--- src/wto_div.sv ---
// Bit-serial restoring divider, one quotient bit per cycle.
`default_nettype none
module wto_div #(
  parameter int NW = 48,
  parameter int DW = 18
) (
  input  wire logic          clk,
  input  wire logic          rst_n,
  input  wire logic          start,
  input  wire logic [NW-1:0] dividend,
  input  wire logic [DW-1:0] divisor,
  output logic               busy,
  output logic [NW-1:0]      quotient
);
  localparam int CW = $clog2(NW + 1);

  logic [DW-1:0] rem_r, rem_nxt;
  logic [NW-1:0] q_r, q_nxt;
  logic [DW-1:0] dvs_r;
  logic [CW-1:0] cnt_r;
  logic          busy_r;
  logic [DW:0]   trial;
  logic [DW:0]   diff;
  logic          ge;

  always_comb begin
    trial   = {rem_r, q_r[NW-1]};
    diff    = trial - {1'b0, dvs_r};
    ge      = trial >= {1'b0, dvs_r};
    rem_nxt = ge ? diff[DW-1:0] : trial[DW-1:0];
    q_nxt   = {q_r[NW-2:0], ge};
  end

  always_ff @(posedge clk) begin
    if (!rst_n) begin
      busy_r <= 1'b0;
      cnt_r  <= '0;
    end else if (start) begin
      busy_r <= 1'b1;
      cnt_r  <= CW'(NW);
    end else if (busy_r) begin
      cnt_r <= cnt_r - 1'b1;
      if (cnt_r == CW'(1)) busy_r <= 1'b0;
    end
  end

  always_ff @(posedge clk) begin
    if (start) begin
      rem_r <= '0;
      q_r   <= dividend;
      dvs_r <= divisor;
    end else if (busy_r) begin
      rem_r <= rem_nxt;
      q_r   <= q_nxt;
    end
  end

  assign busy     = busy_r;
  assign quotient = q_r;

endmodule
`default_nettype wire

--- config.mk ---
export PLATFORM = sky130hd
export DESIGN_NAME = wto_div
export DESIGN_NICKNAME = d
export VERILOG_FILES = /design/src/wto_div.sv
export SDC_FILE = /design/constraint.sdc
export NUM_CORES = 1
export LEC_CHECK = 0
export BUFFER_PORTS_ARGS = -buffer_cell sky130_fd_sc_hd__buf_2
export CORE_MARGIN = 3
export CORE_UTILIZATION = 30
export DETAILED_ROUTE_END_ITERATION = 16
export GPL_ROUTABILITY_DRIVEN = 1
export PLACE_DENSITY = 0.5
export SYNTH_ARGS = -nofsm -noshare
export SYNTH_HDL_FRONTEND = slang
export SYNTH_SLANG_ARGS = --single-unit
--- constraint.sdc ---
create_clock -name clk -period 2.5 [get_ports clk]
set_input_delay 0.125 -clock clk [delete_from_list [all_inputs] [get_ports clk]]
set_output_delay 0.125 -clock clk [all_outputs]
set_load 0.005 [all_outputs]
==> flow_summary_export.csv <==
group,metric,value,unit
critical_path,timing.critical_path.buf_inv,2,
pwr,switching_power,0.9506,mW
timing,finalClockSkew,0.007494,ns
timing,tightestPinTransition,0.6585,ns
run_status,status,"completed",
critical_path,cp_data_required_time,2.71,ns
yosys,synth_edf_count,66,
grt,antenna_found_initial,0,
clock_network,clock_latency,0.34,ns
timing,relSlewSlack,56.10,%
critical_path,critPathArrivalTime,2.67,ns
critical_path,reg2reg_to,"rem_r[14]",
pwr,seqPwrFrac,44.6,%
clock_network,cts_root_buffer,"clkbuf_16",
placement,place_area,5430,µm²
critical_path,cpPeakStageDelay,0.41,ns
timing,final_max_slew_viol_count,0,
critical_path,cp_slowest_cell,"edfxtp_1",
worst_hold_path,hold_path_end,"cnt_r[5]",
yosys,yosysWarningCount,0,
critical_path,reg2reg_depth,11,
pwr,clockPowerShare,40.9,%
critical_path,startpoint,"quotient[47]",
layout,stdcell_area,6102,µm²
clock_network,cts_inserted_buffers,9,
timing,hold-worst-slack,0.03370,ns
critical_path,path_cells,"inv_1 -> ha_2 -> inv_2 -> fa_2 -> a211oi_2 -> o21ai_2 -> a221oi_2 -> o221ai_2 -> xor2_1 -> mux2i_1 -> o21ai_1",
drt,drtPass1Iterations,4,
floorplanning,die_w,129.0,µm
yosys,synth_ff_type,"edfxtp_1",
worst_hold_path,whs_path_depth,2,
layout,mostFrequentLayoutCell,"buf_2",
critical_path,cp-end-kind,"flip-flop",
timing,hold_viol_final,0,
layout,n_antenna_cell,0,
critical_path,critPathKind,"flip-flop to flip-flop",
drt,drt-vias-per-instance,4.771,
yosys,ys_seq_elements,91,
timing,fin_crit_sh,98.42,%
floorplanning,die_area,16640,µm²
timing,fmax,406.4,MHz
layout,seqCellArea,2482,µm²
floorplanning,rows,44,
worst_hold_path,hold_path_class,"input pin to flip-flop",
pwr,powerDensity,672.8,nW/µm²
placement,io_buffers,117,
yosys,ys_types,43,
clock_network,cts_max_level,3,
clock_network,clk_pin_slew,0.07,ns
timing,rsz0062_at_grt,"yes",
drt,vias,3378,
timing,min_period,2.460,ns
yosys,syn-num-nets,459,
clock_network,clk_path_buf_depth,2,
worst_hold_path,hp-start,"rst_n",
critical_path,start_kind,"flip-flop",
drt,wl,11.23,mm
critical_path,crit_family,"compound AO/OA/AOI/OAI gates",
layout,layout-drive-gt1-share,40.84,%
grt,grt_max_degree,41,
floorplanning,ioPinCount,118,
yosys,async_flop_share,0,%
floorplanning,start_util,31.00,%
yosys,yosys-top-cells-area,"edfxtp_1 44%, mux2_2 12%, dfxtp_1 11%",
yosys,synth_top_area_cell,"edfxtp_1",
layout,mostFrequentLayoutCells,"116 x buf_2, 66 x edfxtp_1, 47 x mux2_2, 25 x dfxtp_1",
placement,gp_congestion,0.8422,
pwr,finalPower,4.106,mW
pwr,ir_drop,298.6,µV
yosys,synthesis.instances,369,
drt,final_antenna_net_count,0,
clock_network,cts.sinks,91,
placement,post-dp-hpwl,7.916,mm
grt,grt_pass1_wl,18.08,mm
drt,drc,0,
job,maxCapViolCount,0,
grt,grt_pass1_vias,3567,
floorplanning,core-area,14640,µm²
layout,area_delta_synth_final,34.43,%
pwr,pwr-share-comb,14.4,%
yosys,synth_top_area_share,43.66,%
critical_path,r2r-start,"quotient[47]",
critical_path,crit_fanout,3,
pwr,leakage,2.588,nW
yosys,syn_area,4539,µm²
yosys,avgSynthCellArea,12.30,µm²
layout,n_fill_cell,1440,
drt,drt_iter0_markers,152,
layout,fin_nets,609,
pwr,power_switching_share,23.15,%
layout,multi_input_comb_area,1961,µm²
critical_path,reg2reg_slack,0.04,ns
grt,overflow,0,
drt,avgRoutedWirePerCell,15.86,µm
grt,track_usage,13.70,%
yosys,yosysSeqAreaShare,54.69,%
floorplanning,die_h,129.0,µm
clock_network,cts_tree,"done",
timing,setup_viol,0,
pwr,p_int,3.155,mW
-- worst reg2reg max path, stage by stage (launching register included) --
cell and delay [ns]:
edfxtp_1 0.41, inv_1 0.08, ha_2 0.17, inv_2 0.04, fa_2 0.36, a211oi_2 0.21
o21ai_2 0.13, a221oi_2 0.38, o221ai_2 0.18, xor2_1 0.18, mux2i_1 0.13, o21ai_1 0.07
-- area by class of cell --
| cell class | instances | area share [%] |
|---|---|---|
| multi-input cells | 238 | 32.13 |
| clock buffers | 10 | 3.752 |
| repair buffers | 155 | 15.95 |
| flip-flops and latches | 91 | 40.68 |
| inverters | 24 | 1.476 |
| well taps | 184 | 3.773 |
| clock inverters | 6 | 2.235 |
-- logic make-up after synthesis --
logic type / Yosys count / share of synthesized area (%)
xor gates and xnor gates: 20 / 3.859
and+or+nand+nor: 70 / 7.442
buffers and inverters: 40 / 3.528
adders and majority gates: 21 / 5.954
muxes: 54 / 13.20
DFF: 91 / 54.69
AOI/OAI and AO/OA: 73 / 11.33
-- power by group through the flow --
| stage | clock network, mW | registers [mW] | logic [mW] |
|---|---|---|---|
| floorplan | 0 | 1.86 | 0.299 |
| global placement | 0 | 1.86 | 0.550 |
| finish | 1.68 | 1.83 | 0.593 |
| global route | 1.80 | 1.85 | 0.660 |
| CTS | 1.73 | 1.83 | 0.579 |
| detailed placement | 0 | 1.86 | 0.552 |
-- flip-flops by register name (all words and copies together), names as in the netlist --
name      count
dvs_r        18
quotient     48
rem_r        18
cnt_r         6
busy          1
-- Yosys cell counts (3+ instances only) --
cell type	count
a32oi_1	7
nor2b_1	3
inv_1	24
mux2i_1	7
nand2_1	22
a21oi_1	13
xnor2_1	10
o31ai_1	9
ha_1	20
dfxtp_1	25
o311ai_0	4
a211oi_1	9
nor2_1	19
nand2b_1	6
xor2_1	10
a21o_1	6
clkbuf_1	13
o21ai_0	8
edfxtp_1	66
mux2_2	47
nand3_1	9
nand4_1	5
-- per-stage QoR --
stage	setup TNS (ns)	std cells	worst slack, ns	util, %
2_1_floorplan	0	369	0.08878	-
3_3_place_gp	-0.01739	668	-0.01739	37.08
3_5_place_dp	-0.07515	668	-0.07515	37.08
4_1_cts	0	702	0.001277	40.85
5_1_grt	-0.2465	708	-0.1167	41.67
6_report	0	708	0.03954	41.67
-- per-layer routing --
layer,global-route usage (%),share of wire [%],routed length (µm),vias to the layer above
met3,4.204,7.5,844,12
met2,20.91,45,5026,118
met5,0,0,0,-
met4,5.188,1.4,154,0
li1,-,-,-,1682
met1,18.34,46,5204,1566
-- worst max-delay path by stage --
stage           endpoint  slack [ns]  cells past startpoint
6_report       rem_r[14]        0.04                     11
5_1_grt        rem_r[14]       -0.12                     11
4_1_cts        rem_r[16]       0.001                     11
3_5_place_dp   rem_r[14]       -0.08                     11
3_3_place_gp   rem_r[14]       -0.02                     11
2_1_floorplan  rem_r[14]        0.09                     11
-- repair_timing --
| action | in CTS | in global routing |
|---|---|---|
| cloned | 0 | 1 |
| resized for setup | 1 | 13 |
| hold buffers | 18 | 0 |
| endpoints found under the hold margin | 18 | 0 |
| buffers inserted | 0 | 5 |
| pin swaps | 2 | 10 |
| setup endpoints to repair | 2 | 9 |
(Power assumes the default switching activity.)
